**src/rtl/sse_pkg.sv**
```systemverilog
`default_nettype none

package sse_pkg;

  // Stream characters
  localparam logic [7:0] CH_LF    = 8'h0A;
  localparam logic [7:0] CH_CR    = 8'h0D;
  localparam logic [7:0] CH_SPACE = 8'h20;
  localparam logic [7:0] CH_COLON = 8'h3A;

  // Record kinds
  localparam logic [1:0] KIND_DATA = 2'd0;
  localparam logic [1:0] KIND_NAME = 2'd1;
  localparam logic [1:0] KIND_ID   = 2'd2;
  localparam logic [1:0] KIND_END  = 2'd3;

  typedef enum logic [1:0] {
    PH_NAME   = 2'd0,
    PH_VSTART = 2'd1,
    PH_VBODY  = 2'd2
  } phase_e;

  typedef enum logic [1:0] {
    FLD_NONE  = 2'd0,
    FLD_DATA  = 2'd1,
    FLD_EVENT = 2'd2,
    FLD_ID    = 2'd3
  } field_e;

  // Datapath operations issued by the controller
  typedef enum logic [3:0] {
    OP_NOP,
    OP_ACCEPT,
    OP_CR,
    OP_BYTE,
    OP_LF,
    OP_NAME_RD,
    OP_NAME_EMIT,
    OP_ID_RD,
    OP_ID_EMIT,
    OP_END,
    OP_FIN
  } op_e;

  typedef enum logic [3:0] {
    S_IDLE,
    S_CR,
    S_BYTE,
    S_LF,
    S_NAME_RD,
    S_NAME_EM,
    S_ID_RD,
    S_ID_EM,
    S_END,
    S_FIN
  } state_e;

  typedef struct packed {
    op_e op;
  } cmd_t;

  typedef struct packed {
    logic in_is_cr;
    logic in_is_lf;
    logic held_cr;
    logic after_lf;
    logic byte_is_cr;
    logic name_empty;
    logic id_empty;
    logic name_last;
    logic id_last;
    logic out_free;
  } status_t;

endpackage

`default_nettype wire

```
**src/rtl/sse_ctrl.sv**
```systemverilog
`default_nettype none

module sse_ctrl (
  input  wire logic             clk_i,
  input  wire logic             rst_ni,
  input  wire logic             in_valid_i,
  output logic                  in_ready_o,
  input  wire sse_pkg::status_t sts_i,
  output sse_pkg::cmd_t         cmd_o
);

  sse_pkg::state_e state_q, state_d;

  // Hold the sequencer state
  always_ff @(posedge clk_i or negedge rst_ni) begin
    if (!rst_ni) begin
      state_q <= sse_pkg::S_IDLE;
    end else begin
      state_q <= state_d;
    end
  end

  // Advance through the steps of one word
  always_comb begin
    state_d = state_q;
    case (state_q)
      sse_pkg::S_IDLE: begin
        if (in_valid_i) begin
          if (sts_i.in_is_cr) begin
            state_d = sts_i.held_cr ? sse_pkg::S_CR : sse_pkg::S_IDLE;
          end else if (sts_i.in_is_lf) begin
            if (!sts_i.after_lf) begin
              state_d = sse_pkg::S_LF;
            end else if (!sts_i.name_empty) begin
              state_d = sse_pkg::S_NAME_RD;
            end else if (!sts_i.id_empty) begin
              state_d = sse_pkg::S_ID_RD;
            end else begin
              state_d = sse_pkg::S_END;
            end
          end else begin
            state_d = sts_i.held_cr ? sse_pkg::S_CR : sse_pkg::S_BYTE;
          end
        end
      end
      sse_pkg::S_CR: begin
        if (sts_i.out_free) begin
          state_d = sts_i.byte_is_cr ? sse_pkg::S_FIN : sse_pkg::S_BYTE;
        end
      end
      sse_pkg::S_BYTE, sse_pkg::S_LF, sse_pkg::S_END: begin
        if (sts_i.out_free) begin
          state_d = sse_pkg::S_FIN;
        end
      end
      sse_pkg::S_NAME_RD: state_d = sse_pkg::S_NAME_EM;
      sse_pkg::S_NAME_EM: begin
        if (sts_i.out_free) begin
          if (!sts_i.name_last) begin
            state_d = sse_pkg::S_NAME_RD;
          end else if (!sts_i.id_empty) begin
            state_d = sse_pkg::S_ID_RD;
          end else begin
            state_d = sse_pkg::S_END;
          end
        end
      end
      sse_pkg::S_ID_RD: state_d = sse_pkg::S_ID_EM;
      sse_pkg::S_ID_EM: begin
        if (sts_i.out_free) begin
          state_d = sts_i.id_last ? sse_pkg::S_END : sse_pkg::S_ID_RD;
        end
      end
      sse_pkg::S_FIN: begin
        if (sts_i.out_free) begin
          state_d = sse_pkg::S_IDLE;
        end
      end
      default: state_d = sse_pkg::S_IDLE;
    endcase
  end

  // Issue one datapath operation per cycle; output steps hold a no-op while the output is not free
  always_comb begin
    in_ready_o = 1'b0;
    cmd_o.op   = sse_pkg::OP_NOP;
    case (state_q)
      sse_pkg::S_IDLE: begin
        in_ready_o = 1'b1;
        if (in_valid_i) begin
          cmd_o.op = sse_pkg::OP_ACCEPT;
        end
      end
      sse_pkg::S_CR:      if (sts_i.out_free) cmd_o.op = sse_pkg::OP_CR;
      sse_pkg::S_BYTE:    if (sts_i.out_free) cmd_o.op = sse_pkg::OP_BYTE;
      sse_pkg::S_LF:      if (sts_i.out_free) cmd_o.op = sse_pkg::OP_LF;
      sse_pkg::S_NAME_RD: cmd_o.op = sse_pkg::OP_NAME_RD;
      sse_pkg::S_NAME_EM: if (sts_i.out_free) cmd_o.op = sse_pkg::OP_NAME_EMIT;
      sse_pkg::S_ID_RD:   cmd_o.op = sse_pkg::OP_ID_RD;
      sse_pkg::S_ID_EM:   if (sts_i.out_free) cmd_o.op = sse_pkg::OP_ID_EMIT;
      sse_pkg::S_END:     if (sts_i.out_free) cmd_o.op = sse_pkg::OP_END;
      sse_pkg::S_FIN:     if (sts_i.out_free) cmd_o.op = sse_pkg::OP_FIN;
      default:            cmd_o.op = sse_pkg::OP_NOP;
    endcase
  end

endmodule

`default_nettype wire

```
**src/rtl/sse_datapath.sv**
```systemverilog
`default_nettype none

module sse_datapath #(
  parameter int MAX_FIELD_LEN = 31
) (
  input  wire logic           clk_i,
  input  wire logic           rst_ni,
  input  wire logic [7:0]     rx_byte_i,
  input  wire sse_pkg::cmd_t  cmd_i,
  output sse_pkg::status_t    sts_o,
  output logic                out_valid_o,
  input  wire logic           out_ready_i,
  output logic [1:0]          record_kind_o,
  output logic [7:0]          record_byte_o,
  output logic                run_last_o,
  output logic                id_present_o,
  output logic                field_truncated_o
);

  localparam int LW = $clog2(MAX_FIELD_LEN + 1);
  localparam int AW = (MAX_FIELD_LEN > 1) ? $clog2(MAX_FIELD_LEN) : 1;
  localparam logic [LW-1:0] MaxLen = LW'(MAX_FIELD_LEN);

  // Per-position name letter hits: {id, data, event}
  function automatic logic [2:0] name_hits(input logic [2:0] pos, input logic [7:0] ch);
    logic [2:0] hits;
    hits = 3'b000;
    case (pos)
      3'd0: hits = {ch == 8'h69, ch == 8'h64, ch == 8'h65};
      3'd1: hits = {ch == 8'h64, ch == 8'h61, ch == 8'h76};
      3'd2: hits = {1'b0, ch == 8'h74, ch == 8'h65};
      3'd3: hits = {1'b0, ch == 8'h61, ch == 8'h6E};
      3'd4: hits = {1'b0, 1'b0, ch == 8'h74};
      default: hits = 3'b000;
    endcase
    return hits;
  endfunction

  // Parser state
  sse_pkg::phase_e phase_q, phase_d;
  sse_pkg::field_e field_q, field_d;
  logic [2:0]    prog_q, prog_d;
  logic [2:0]    cand_q, cand_d;
  logic          held_q, held_d;
  logic          after_q, after_d;
  logic          started_q, started_d;
  logic [LW-1:0] name_len_q, name_len_d;
  logic [LW-1:0] id_len_q, id_len_d;
  logic          id_seen_q, id_seen_d;
  logic          ovf_q, ovf_d;
  logic [LW-1:0] idx_q, idx_d;
  logic [7:0]    byte_q, byte_d;

  // Stores and their read registers
  logic [7:0] name_mem [MAX_FIELD_LEN];
  logic [7:0] id_mem [MAX_FIELD_LEN];
  logic [7:0] name_rd_q;
  logic [7:0] id_rd_q;

  // Pending record and output register
  logic       pend_v_q, pend_v_d;
  logic [1:0] pend_kind_q;
  logic [7:0] pend_byte_q;
  logic       pend_idp_q, pend_trunc_q;
  logic       out_v_q, out_v_d;
  logic [1:0] out_kind_q;
  logic [7:0] out_byte_q;
  logic       out_last_q, out_idp_q, out_trunc_q;

  logic            out_free;
  logic [7:0]      ord_byte;
  logic            do_recog, do_value, do_line_reset, fin;
  logic            name_we, id_we;
  logic            emit_v;
  logic [1:0]      emit_kind;
  logic [7:0]      emit_byte;
  logic            emit_idp, emit_trunc;
  sse_pkg::field_e rec_field;
  logic            move;

  assign out_free = !out_v_q || out_ready_i;
  assign ord_byte = (cmd_i.op == sse_pkg::OP_CR) ? sse_pkg::CH_CR : byte_q;

  // Report status to the controller
  always_comb begin
    sts_o.in_is_cr   = (rx_byte_i == sse_pkg::CH_CR);
    sts_o.in_is_lf   = (rx_byte_i == sse_pkg::CH_LF);
    sts_o.held_cr    = held_q;
    sts_o.after_lf   = after_q;
    sts_o.byte_is_cr = (byte_q == sse_pkg::CH_CR);
    sts_o.name_empty = (name_len_q == '0);
    sts_o.id_empty   = (id_len_q == '0);
    sts_o.name_last  = (idx_q == name_len_q - LW'(1));
    sts_o.id_last    = (idx_q == id_len_q - LW'(1));
    sts_o.out_free   = out_free;
  end

  // Decode the field named so far
  always_comb begin
    if (cand_q[0] && prog_q == 3'd5) begin
      rec_field = sse_pkg::FLD_EVENT;
    end else if (cand_q[1] && prog_q == 3'd4) begin
      rec_field = sse_pkg::FLD_DATA;
    end else if (cand_q[2] && prog_q == 3'd2) begin
      rec_field = sse_pkg::FLD_ID;
    end else begin
      rec_field = sse_pkg::FLD_NONE;
    end
  end

  // Carry out the current operation
  always_comb begin
    phase_d    = phase_q;
    field_d    = field_q;
    prog_d     = prog_q;
    cand_d     = cand_q;
    held_d     = held_q;
    after_d    = after_q;
    started_d  = started_q;
    name_len_d = name_len_q;
    id_len_d   = id_len_q;
    id_seen_d  = id_seen_q;
    ovf_d      = ovf_q;
    idx_d      = idx_q;
    byte_d     = byte_q;
    do_recog      = 1'b0;
    do_value      = 1'b0;
    do_line_reset = 1'b0;
    fin           = 1'b0;
    name_we       = 1'b0;
    id_we         = 1'b0;
    emit_v        = 1'b0;
    emit_kind     = sse_pkg::KIND_DATA;
    emit_byte     = 8'h00;
    emit_idp      = 1'b0;
    emit_trunc    = 1'b0;

    case (cmd_i.op)
      sse_pkg::OP_ACCEPT: begin
        byte_d = rx_byte_i;
        held_d = (rx_byte_i == sse_pkg::CH_CR);
      end
      sse_pkg::OP_CR, sse_pkg::OP_BYTE: begin
        after_d = 1'b0;
        case (phase_q)
          sse_pkg::PH_NAME: begin
            if (ord_byte == sse_pkg::CH_COLON) begin
              do_recog = 1'b1;
              phase_d  = sse_pkg::PH_VSTART;
            end else begin
              cand_d = cand_q & name_hits(prog_q, ord_byte);
              if (prog_q != 3'd7) begin
                prog_d = prog_q + 3'd1;
              end
            end
          end
          sse_pkg::PH_VSTART: begin
            phase_d  = sse_pkg::PH_VBODY;
            do_value = (ord_byte != sse_pkg::CH_SPACE);
          end
          default: do_value = 1'b1;
        endcase
      end
      sse_pkg::OP_LF: begin
        do_recog      = (phase_q == sse_pkg::PH_NAME);
        do_line_reset = 1'b1;
        after_d       = 1'b1;
      end
      sse_pkg::OP_NAME_EMIT: begin
        emit_v    = 1'b1;
        emit_kind = sse_pkg::KIND_NAME;
        emit_byte = name_rd_q;
        idx_d     = sts_o.name_last ? '0 : idx_q + LW'(1);
      end
      sse_pkg::OP_ID_EMIT: begin
        emit_v    = 1'b1;
        emit_kind = sse_pkg::KIND_ID;
        emit_byte = id_rd_q;
        idx_d     = sts_o.id_last ? '0 : idx_q + LW'(1);
      end
      sse_pkg::OP_END: begin
        emit_v        = 1'b1;
        emit_kind     = sse_pkg::KIND_END;
        emit_idp      = id_seen_q;
        emit_trunc    = ovf_q;
        name_len_d    = '0;
        id_len_d      = '0;
        id_seen_d     = 1'b0;
        ovf_d         = 1'b0;
        started_d     = 1'b0;
        after_d       = 1'b0;
        do_line_reset = 1'b1;
      end
      sse_pkg::OP_FIN: fin = 1'b1;
      default: ;
    endcase

    // Recognise the line's field at colon or line end
    if (do_recog) begin
      field_d = rec_field;
      case (rec_field)
        sse_pkg::FLD_EVENT: name_len_d = '0;
        sse_pkg::FLD_DATA: begin
          if (started_q) begin
            emit_v    = 1'b1;
            emit_kind = sse_pkg::KIND_DATA;
            emit_byte = sse_pkg::CH_LF;
          end
          started_d = 1'b1;
        end
        sse_pkg::FLD_ID: begin
          id_len_d  = '0;
          id_seen_d = 1'b1;
        end
        default: ;
      endcase
    end

    // Route a value byte: stream data, store name and id, drop excess
    if (do_value) begin
      case (field_q)
        sse_pkg::FLD_DATA: begin
          emit_v    = 1'b1;
          emit_kind = sse_pkg::KIND_DATA;
          emit_byte = ord_byte;
        end
        sse_pkg::FLD_EVENT: begin
          if (name_len_q < MaxLen) begin
            name_we    = 1'b1;
            name_len_d = name_len_q + LW'(1);
          end else begin
            ovf_d = 1'b1;
          end
        end
        sse_pkg::FLD_ID: begin
          if (id_len_q < MaxLen) begin
            id_we    = 1'b1;
            id_len_d = id_len_q + LW'(1);
          end else begin
            ovf_d = 1'b1;
          end
        end
        default: ;
      endcase
    end

    // Start a fresh line
    if (do_line_reset) begin
      phase_d = sse_pkg::PH_NAME;
      prog_d  = 3'd0;
      cand_d  = 3'b111;
      field_d = sse_pkg::FLD_NONE;
    end
  end

  // Shift records through the pending slot so the last one is known
  assign move = pend_v_q && (emit_v || fin);

  always_comb begin
    pend_v_d = pend_v_q;
    if (emit_v) begin
      pend_v_d = 1'b1;
    end else if (fin) begin
      pend_v_d = 1'b0;
    end
    out_v_d = out_v_q;
    if (move) begin
      out_v_d = 1'b1;
    end else if (out_ready_i) begin
      out_v_d = 1'b0;
    end
  end

  // Hold control state
  always_ff @(posedge clk_i or negedge rst_ni) begin
    if (!rst_ni) begin
      phase_q    <= sse_pkg::PH_NAME;
      field_q    <= sse_pkg::FLD_NONE;
      prog_q     <= 3'd0;
      cand_q     <= 3'b111;
      held_q     <= 1'b0;
      after_q    <= 1'b0;
      started_q  <= 1'b0;
      name_len_q <= '0;
      id_len_q   <= '0;
      id_seen_q  <= 1'b0;
      ovf_q      <= 1'b0;
      idx_q      <= '0;
      pend_v_q   <= 1'b0;
      out_v_q    <= 1'b0;
    end else begin
      phase_q    <= phase_d;
      field_q    <= field_d;
      prog_q     <= prog_d;
      cand_q     <= cand_d;
      held_q     <= held_d;
      after_q    <= after_d;
      started_q  <= started_d;
      name_len_q <= name_len_d;
      id_len_q   <= id_len_d;
      id_seen_q  <= id_seen_d;
      ovf_q      <= ovf_d;
      idx_q      <= idx_d;
      pend_v_q   <= pend_v_d;
      out_v_q    <= out_v_d;
    end
  end

  // Hold payload
  always_ff @(posedge clk_i) begin
    byte_q <= byte_d;
    if (emit_v) begin
      pend_kind_q  <= emit_kind;
      pend_byte_q  <= emit_byte;
      pend_idp_q   <= emit_idp;
      pend_trunc_q <= emit_trunc;
    end
    if (move) begin
      out_kind_q  <= pend_kind_q;
      out_byte_q  <= pend_byte_q;
      out_last_q  <= fin;
      out_idp_q   <= pend_idp_q;
      out_trunc_q <= pend_trunc_q;
    end
  end

  // Event-name store
  always_ff @(posedge clk_i) begin
    if (name_we) begin
      name_mem[name_len_q[AW-1:0]] <= ord_byte;
    end
    if (cmd_i.op == sse_pkg::OP_NAME_RD) begin
      name_rd_q <= name_mem[idx_q[AW-1:0]];
    end
  end

  // Id store
  always_ff @(posedge clk_i) begin
    if (id_we) begin
      id_mem[id_len_q[AW-1:0]] <= ord_byte;
    end
    if (cmd_i.op == sse_pkg::OP_ID_RD) begin
      id_rd_q <= id_mem[idx_q[AW-1:0]];
    end
  end

  assign out_valid_o       = out_v_q;
  assign record_kind_o     = out_kind_q;
  assign record_byte_o     = out_byte_q;
  assign run_last_o        = out_last_q;
  assign id_present_o      = out_idp_q;
  assign field_truncated_o = out_trunc_q;

endmodule

`default_nettype wire

```
**src/rtl/sse_event_parser_top.sv**
```systemverilog
// Flow: an ordinary byte reaches the output register through the accept, parse and finish
// steps, a held CR replayed before parse; a lone CR finishes in its accept cycle.
// A new byte is taken only once the last byte is finished, and each output step waits while
// the output register is full and not taken; an event end adds a store read, then an emit,
// for each stored event-name and id byte, then the end record before the finish step.
// Reset: rst_ni asynchronous, active low, clears parser state and the pending and output valid bits.
`default_nettype none

module sse_event_parser_top #(
  parameter int MAX_FIELD_LEN = 31
) (
  input  wire logic       clk_i,
  input  wire logic       rst_ni,
  input  wire logic       in_valid_i,
  output logic            in_ready_o,
  input  wire logic [7:0] rx_byte_i,
  output logic            out_valid_o,
  input  wire logic       out_ready_i,
  output logic [1:0]      record_kind_o,
  output logic [7:0]      record_byte_o,
  output logic            run_last_o,
  output logic            id_present_o,
  output logic            field_truncated_o
);

  sse_pkg::cmd_t    cmd;
  sse_pkg::status_t sts;

  // Sequence each word
  sse_ctrl u_ctrl (
    .clk_i      (clk_i),
    .rst_ni     (rst_ni),
    .in_valid_i (in_valid_i),
    .in_ready_o (in_ready_o),
    .sts_i      (sts),
    .cmd_o      (cmd)
  );

  // Parse, store and emit
  sse_datapath #(
    .MAX_FIELD_LEN (MAX_FIELD_LEN)
  ) u_datapath (
    .clk_i             (clk_i),
    .rst_ni            (rst_ni),
    .rx_byte_i         (rx_byte_i),
    .cmd_i             (cmd),
    .sts_o             (sts),
    .out_valid_o       (out_valid_o),
    .out_ready_i       (out_ready_i),
    .record_kind_o     (record_kind_o),
    .record_byte_o     (record_byte_o),
    .run_last_o        (run_last_o),
    .id_present_o      (id_present_o),
    .field_truncated_o (field_truncated_o)
  );

endmodule

`default_nettype wire

```
**config.mk**
```make
export PLATFORM = sky130hd
export DESIGN_NAME = sse_event_parser_top
export DESIGN_NICKNAME = d
export VERILOG_FILES = /design/src/rtl/sse_pkg.sv /design/src/rtl/sse_ctrl.sv /design/src/rtl/sse_datapath.sv /design/src/rtl/sse_event_parser_top.sv
export SDC_FILE = /design/constraint.sdc
export NUM_CORES = 1
export LEC_CHECK = 0
export BUFFER_PORTS_ARGS = -buffer_cell sky130_fd_sc_hd__clkbuf_2
export CORE_ASPECT_RATIO = 1.25
export CORE_UTILIZATION = 38
export CTS_CLUSTER_SIZE = 25
export DETAILED_ROUTE_END_ITERATION = 8
export PLACE_DENSITY = 0.65
export SYNTH_ARGS = -nofsm -noshare
export SYNTH_HDL_FRONTEND = slang
export SYNTH_SLANG_ARGS = --single-unit
```
**constraint.sdc**
```tcl
create_clock -name clk_i -period 2.9 [get_ports clk_i]
set_input_delay 0.145 -clock clk_i [delete_from_list [all_inputs] [get_ports clk_i]]
set_output_delay 0.145 -clock clk_i [all_outputs]
set_load 0.05 [all_outputs]
```
### Word-level counts from Yosys, hierarchy flattened

Memories as Yosys holds them, arrays and structs flattened. A register that Yosys moved wholly into a read port is not among the register bits.
Index checks and enable logic that the tools add are counted.

| cells by class | value |
|---|---|
| add/sub/neg operators | 6 |
| mux-type cells | 116 |
| magnitude comparators | 2 |
| bitwise gates (word level) | 1 |
| reduce and logical (&&, ||, !) cells | 30 |
| eq/ne operators | 54 |

Operators with widths:

| operator | number |
|---|---|
| 2-to-1 mux 5 bit | 14 |
| 2-to-1 mux 4 bit | 17 |
| equality test 8 x 7 -> 1 bit (second input constant) | 7 |
| 2-to-1 mux 8 bit | 6 |
| 2-to-1 mux 3 bit | 14 |
| case mux 4 bit (10 select lines) | 1 |
| 2-to-1 mux 1 bit | 38 |
| equality test 4 x 3 -> 1 bit (second input constant) | 8 |
| 2-to-1 mux 2 bit | 16 |
| case mux 4 bit (8 select lines) | 1 |
| equality test 8 x 4 -> 1 bit (second input constant) | 3 |
| equality test 4 bit (second input constant) | 5 |
| equality test 4 x 2 -> 1 bit (second input constant) | 4 |
| case mux 8 bit (2 select lines) | 1 |
| nonzero test 2 bit | 8 |
| adder 5 x 1 -> 5 bit (second input constant) | 3 |
| case mux 3 bit (5 select lines) | 1 |
| != test 2 x 1 -> 1 bit (second input constant) | 6 |
| equality test 5 bit | 2 |
| zero test 5 bit | 2 |
| less-than comparator 5 bit (second input constant) | 2 |
| case mux 5 bit (2 select lines) | 1 |
| subtractor 5 x 1 -> 5 bit (second input constant) | 2 |
| OR reduction 3 bit | 3 |
| 27 further kinds | 44 |

| storage, ports and cells | value |
|---|---|
| output and inout port bits | 15 |
| word-level logic and storage cells | 236 |
| memories | 2 |
| bits in registers | 69 |
| RAM bits | 496 |

Memories:

| memory | words | bits a word | read ports | clocked after Yosys merged registers in | wr ports | line | RTL |
|---|---|---|---|---|---|---|---|
| u_datapath.id_mem | 31 | 8 | 1 | 1 | 1 | sse_datapath.sv:56 | `logic [7:0] id_mem [MAX_FIELD_LEN];` |
| u_datapath.name_mem | 31 | 8 | 1 | 1 | 1 | sse_datapath.sv:55 | `logic [7:0] name_mem [MAX_FIELD_LEN];` |

### Depth between registers and ports, before layout

| logic depth | value |
|---|---|
| depth in word-level cells | 16 |
| gate-level depth with buffers | 9 |

### Cells and area by module

Synthesis repeated with hierarchy kept, for this count alone.

| unflattened totals | value |
|---|---|
| cells, all modules | 1338 |
| area, all modules | 24104.4 um^2 |

Modules (own cells, without submodules):

| module | instances | area an instance (um^2) | cells each |
|---|---|---|---|
| sse_datapath | 1 | 23547.6 | 1262 |
| sse_ctrl | 1 | 556.8 | 76 |

### Least setup slack after synthesis

OpenSTA, ideal clock, no wires.

| timing path | value |
|---|---|
| path kind | register to register |
| from | register u_datapath.out_v_q (netlist: u_datapath.out_valid_o) |
| to | memory u_datapath.id_mem[0][4], data pin |
| slack | -0.634 ns |
| clock period less this slack | 3.534 ns |
| library setup time | 0.490 ns |
| stages on the path, launching flop included | 6 |
| arrival | 3.044 ns |
| required time | 2.410 ns |
| buffers on the path | 2 |
| cell sequence | dfrtp_1 nor2b_1 clkbuf_1 clkbuf_1 nor3_1 nor2_1 |

| between the ends | value |
|---|---|
| longest elaborated chain between the ends | 6 |
| elaborated cells between the ends (all ways) | 12 |
| those cells by class | eq/ne: 1; mux: 9; reduce/logical: 2 |

Ends and longest elaborated chain:

| item | line | RTL |
|---|---|---|
| start, declared | sse_datapath.sv:65 | `logic out_v_q, out_v_d;` |
| start signal, assigned | sse_datapath.sv:305 | `out_v_q <= out_v_d;` |
| zero test 1 bit (*) | sse_datapath.sv:81 | `assign out_free = !out_v_q \|\| out_ready_i;` |
| logical OR 1 bit (*) | sse_datapath.sv:81 |  |
| 2-to-1 mux 4 bit (tied with other cells) | sse_ctrl.sv:101 | `sse_pkg::S_END: if (sts_i.out_free) cmd_o.op = sse_pkg::OP_END;` |
| case mux 4 bit (10 select lines) (*) | sse_ctrl.sv:87 | `case (state_q)` |
| equality test 4 x 2 -> 1 bit (*) | sse_datapath.sv:82 | `assign ord_byte = (cmd_i.op == sse_pkg::OP_CR) ? sse_pkg::CH_CR : byte_q;` |
| 2-to-1 mux 8 bit (*) | sse_datapath.sv:82 |  |
| net u_datapath.ord_byte[4] | sse_datapath.sv:71 | `logic [7:0] ord_byte;` |
| end, declared | sse_datapath.sv:56 |  |

The timed path passes the listed nets; every way through them passes the cells marked *.

### Worst setup path after layout

| timing path | value |
|---|---|
| from | register u_ctrl.state_q[3] |
| to | memory u_datapath.name_mem[24][0] (enable) |

| between the ends | value |
|---|---|
| longest elaborated chain between the ends | 10 |
| elaborated cells between the ends (all ways) | 21 |
| those cells by class | eq/ne: 12; mux: 7; reduce/logical: 2 |

Ends and longest elaborated chain:

| item | line | RTL |
|---|---|---|
| start, declared | sse_ctrl.sv:12 | `sse_pkg::state_e state_q, state_d;` |
| start signal, assigned | sse_ctrl.sv:17 | `state_q <= sse_pkg::S_IDLE;` |
| start signal, assigned | sse_ctrl.sv:19 | `state_q <= state_d;` |
| equality test 4 bit (tied with other cells) | sse_ctrl.sv:87 |  |
| case mux 4 bit (10 select lines) (*) | sse_ctrl.sv:87 |  |
| equality test 4 x 2 -> 1 bit | sse_datapath.sv:82, sse_datapath.sv:138 |  |
| 2-to-1 mux 8 bit | sse_datapath.sv:82 |  |
| != test 8 x 6 -> 1 bit | sse_datapath.sv:159 | `do_value = (ord_byte != sse_pkg::CH_SPACE);` |
| case mux 1 bit (2 select lines) | sse_datapath.sv:145 | `case (phase_q)` |
| 2-to-1 mux 1 bit (*) | sse_datapath.sv:138 | `case (cmd_i.op)` |
| 2-to-1 mux 1 bit (*) | sse_datapath.sv:220 | `if (do_value) begin` |
| 2-to-1 mux 1 bit (*) | sse_datapath.sv:329 | `if (name_we) begin` |
| 2-to-1 mux 1 bit (not written as such) (*) | sse_datapath.sv:330 | `name_mem[name_len_q[AW-1:0]] <= ord_byte;` |
| end, declared | sse_datapath.sv:55 |  |

Every way passes the cells marked *; elsewhere a longest branch is shown, timed or not.

==> flow_summary.ini <==
[grt]
grt_pass1_vias = 12720
use_met3 = 0.02638
grt-ovfl-total = 0
gr-usage-met1 = 0.2138
grt_usage = 0.1685
grt_first_pass_wirelength_microns = 79670
antenna_found_initial = 0
met2_usage = 0.2902
top_usage_layer = met2
grt_max_degree = 64

[floorplanning]
num_rows = 102
die_area_sq_um = 63780
initial_core_util = 0.3846
die_h_microns = 282.1
io_pins = 27
die_x_microns = 226.1
core_area_sq_um = 62020

[detailed_routing]
postRouteAntennaNets = 0
wirelength_microns = 52590
wl_per_cell_microns = 23.00
viasPerCell = 5.367
drt-initial-drc-count = 1124
via_count = 12280
drtPass1Iterations = 5
drt_drc_violations_left = 0

[logic_synthesis]
synth_top_cell_area_share = 0.6861
yosys.cell_types.count = 74
synth_most_common_cell = edfxtp_1
synthTopCellsByArea = edfxtp_1 69%, mux4_2 14%, dfrtp_1 3.5%
synthCells = 1274
synth_top_flop_cell = edfxtp_1
postSynthAreaPerCell_sq_um = 18.72
yosysTopAreaCell = edfxtp_1
yosys_register_bits = 581
seq_area_frac_synth = 0.7241
synth_edf_count = 545
synthTopCellsByCount = 545 x edfxtp_1, 144 x mux4_2, 104 x nor2_1
ys_async_sr_fraction = 0.06196
syn_nets = 1303
synth_warnings = 0
synth_area_sq_um = 23850

[timing]
slew_headroom = 0.3431
rsz0062_at_grt = yes
fin_crit_sh = 0.9631
worst_hold_slack_ns = 0.05985
worst_slack_ns = 0.1071
slew_viol_final = 0
tightestPinTransition_ns = 0.9853
hold_viol = 0
period_minus_slack_ns = 2.793
maxClockFrequency_mhz = 358.1
fin_skew_ns = 0.01694
setup_viol = 0

[setup_path]
crit_family = simple AND/OR/NAND/NOR gates
end_kind = flip-flop
arrival_ns = 3.02
crit_required_ns = 3.13
path_buf_inv = 1
critPathKind = flip-flop to flip-flop
crit_fanout = 8
slowest_delay_ns = 0.72
crit_path_top_delay_cell = nor2_1
cp-start-kind = flip-flop
worstPathCellList = or2_0, nor4_4, and4b_1, buf_12, nand2_1, nor2_1

[pwr]
leakage_nw = 9.120
powerDensity_nw_per_um2 = 713.9
peakVddDrop_uv = 551.9

[flow_run]
cap_violations = 0

[clocking]
clk_path_buf_depth = 3
numCtsBuffers = 55
h-tree-depth = 2
cts_tree = yes
path_clk_slew_ns = 0.07
cts_sinks = 581
clockRootBuffer = clkbuf_16
clock_latency_ns = 0.60

[placement]
dp_hpwl_microns = 33990
io_buffer_count = 26
globalplace.congestion = 0.8850
pre_cts_slack_ns = 0.1095

[layout]
area_delta_synth_final_pct = 16.02
antennaDiodeCount = 0
nFillCells = 5321
drive_gt1_frac = 0.2880
fin_nets = 1440

[run_status]
status = completed

[worst_hold_path]
hp-class = input pin to flip-flop
[layout make-up]
class / instances / area (sq um) / area share
clock buffers: 66 / 1513 / 0.05466
clock inverters: 35 / 327.8 / 0.01185
inverters: 23 / 88.84 / 0.003210
multi-input cells: 607 / 6203 / 0.2242
flip-flops and latches: 581 / 17280 / 0.6245
well taps: 832 / 1041 / 0.03762
repair buffers: 143 / 1219 / 0.04404
[final timing paths]
| kind | from | endpoint | slack (ns) | depth (start not counted) |
|---|---|---|---|---|
| worst max-delay path | u_ctrl.state_q[3]$_DFFE_PN0P_ | u_datapath.name_mem[24][0]$_DFFE_PP_ | 0.11 | 6 |
| worst min-delay path | in_valid_i | u_ctrl.state_q[1]$_DFFE_PN0P_ | 0.06 | 6 |
| worst max register to register | u_ctrl.state_q[3]$_DFFE_PN0P_ | u_datapath.name_mem[24][0]$_DFFE_PP_ | 0.11 | 6 |
| worst min register to register | u_datapath.pend_byte_q[1]$_DFFE_PP_ | u_datapath.record_byte_o[1]$_DFFE_PP_ | 0.41 | 0 |
| max in group asynchronous | rst_ni | u_datapath.idx_q[0]$_DFFE_PN0P_ | 1.93 | 2 |
| min in group asynchronous | rst_ni | u_datapath.prog_q[2]$_DFFE_PN0P_ | 0.23 | 2 |
[worst register-to-register path, cell delays in order, from the launching register on]
cell and delay (ns):
dfrtp_1 0.38, or2_0 0.29, nor4_4 0.34, and4b_1 0.28, buf_12 0.14, nand2_1 0.27
nor2_1 0.72
[what timing repair did]
item | CTS | global route
hold buffers | 9 | 0
resized for setup | 0 | 5
setup buffers | 0 | 0
endpoints found under the hold margin | 43 | 0
endpoints found under the setup margin | 0 | 115
[logic make-up after synthesis]
group | count (synthesis) | share of synthesized area
AO/OA/AOI/OAI | 122 | 0.03462
AND/OR/NAND/NOR | 272 | 0.05713
adder cells (fa/ha/maj) | 17 | 0.008918
flip-flops | 581 | 0.7241
buffers and inverters | 86 | 0.01694
multiplexers | 178 | 0.1511
XOR/XNOR | 18 | 0.007187
[routing by layer]
metal	vias to the layer above	part of all wire
met4	0	0.035
met1	6383	0.40
met5	-	0
met2	379	0.51
li1	5414	-
met3	99	0.050
[through the flow]
step / cell area (sq um) / TNS, ns / total power [mW] / cells / utilization
after floorplan: 23860 / 0 / 11.63 / 1274 / -
final: 27670 / 0 / 19.76 / 2287 / 0.4462
after detailed placement: 25730 / 0 / 12.65 / 2177 / 0.4148
after CTS: 27660 / 0 / 19.91 / 2287 / 0.4459
after global placement: 25730 / 0 / 12.57 / 2177 / 0.4148
after global routing: 27670 / -0.1735 / 20.41 / 2287 / 0.4462
[registers in the layout, indices dropped and copies added, names as in the netlist, 8 cells and up]
register                  cells
u_datapath.record_byte_o      8
u_datapath.name_mem         248
u_datapath.pend_byte_q        8
u_datapath.id_rd_q            8
u_datapath.byte_q             8
u_datapath.id_mem           248
u_datapath.name_rd_q          8
[power by group]
part	internal (mW)	switching, mW	leakage (nW)
clock network	4.24	3.04	0.915
logic	0.628	1.73	2.83
registers	10.0	0.116	5.38
total	14.9	4.88	9.12
[layout by cell type (no fill, tap or decap), types with 7 or more instances in the layout]
cell           count
buf_4             93
o21ai_0           41
mux2i_1           17
mux2_2            17
clkbuf_16         59
a22oi_1            8
xor2_1             7
clkbuf_2          26
nand3_1           20
dlygate4sd3_1      9
dfrtp_1           29
nand2_1           53
ha_1              17
a21oi_1           17
clkinv_1           8
nor2_1           100
mux4_2           144
buf_12            15
nand2b_1          10
edfxtp_1         545
inv_1             19
clkinv_2          17
xnor2_1           10
nand4_1            7
nor3_1            15
Power figures use the tool's default switching activity.
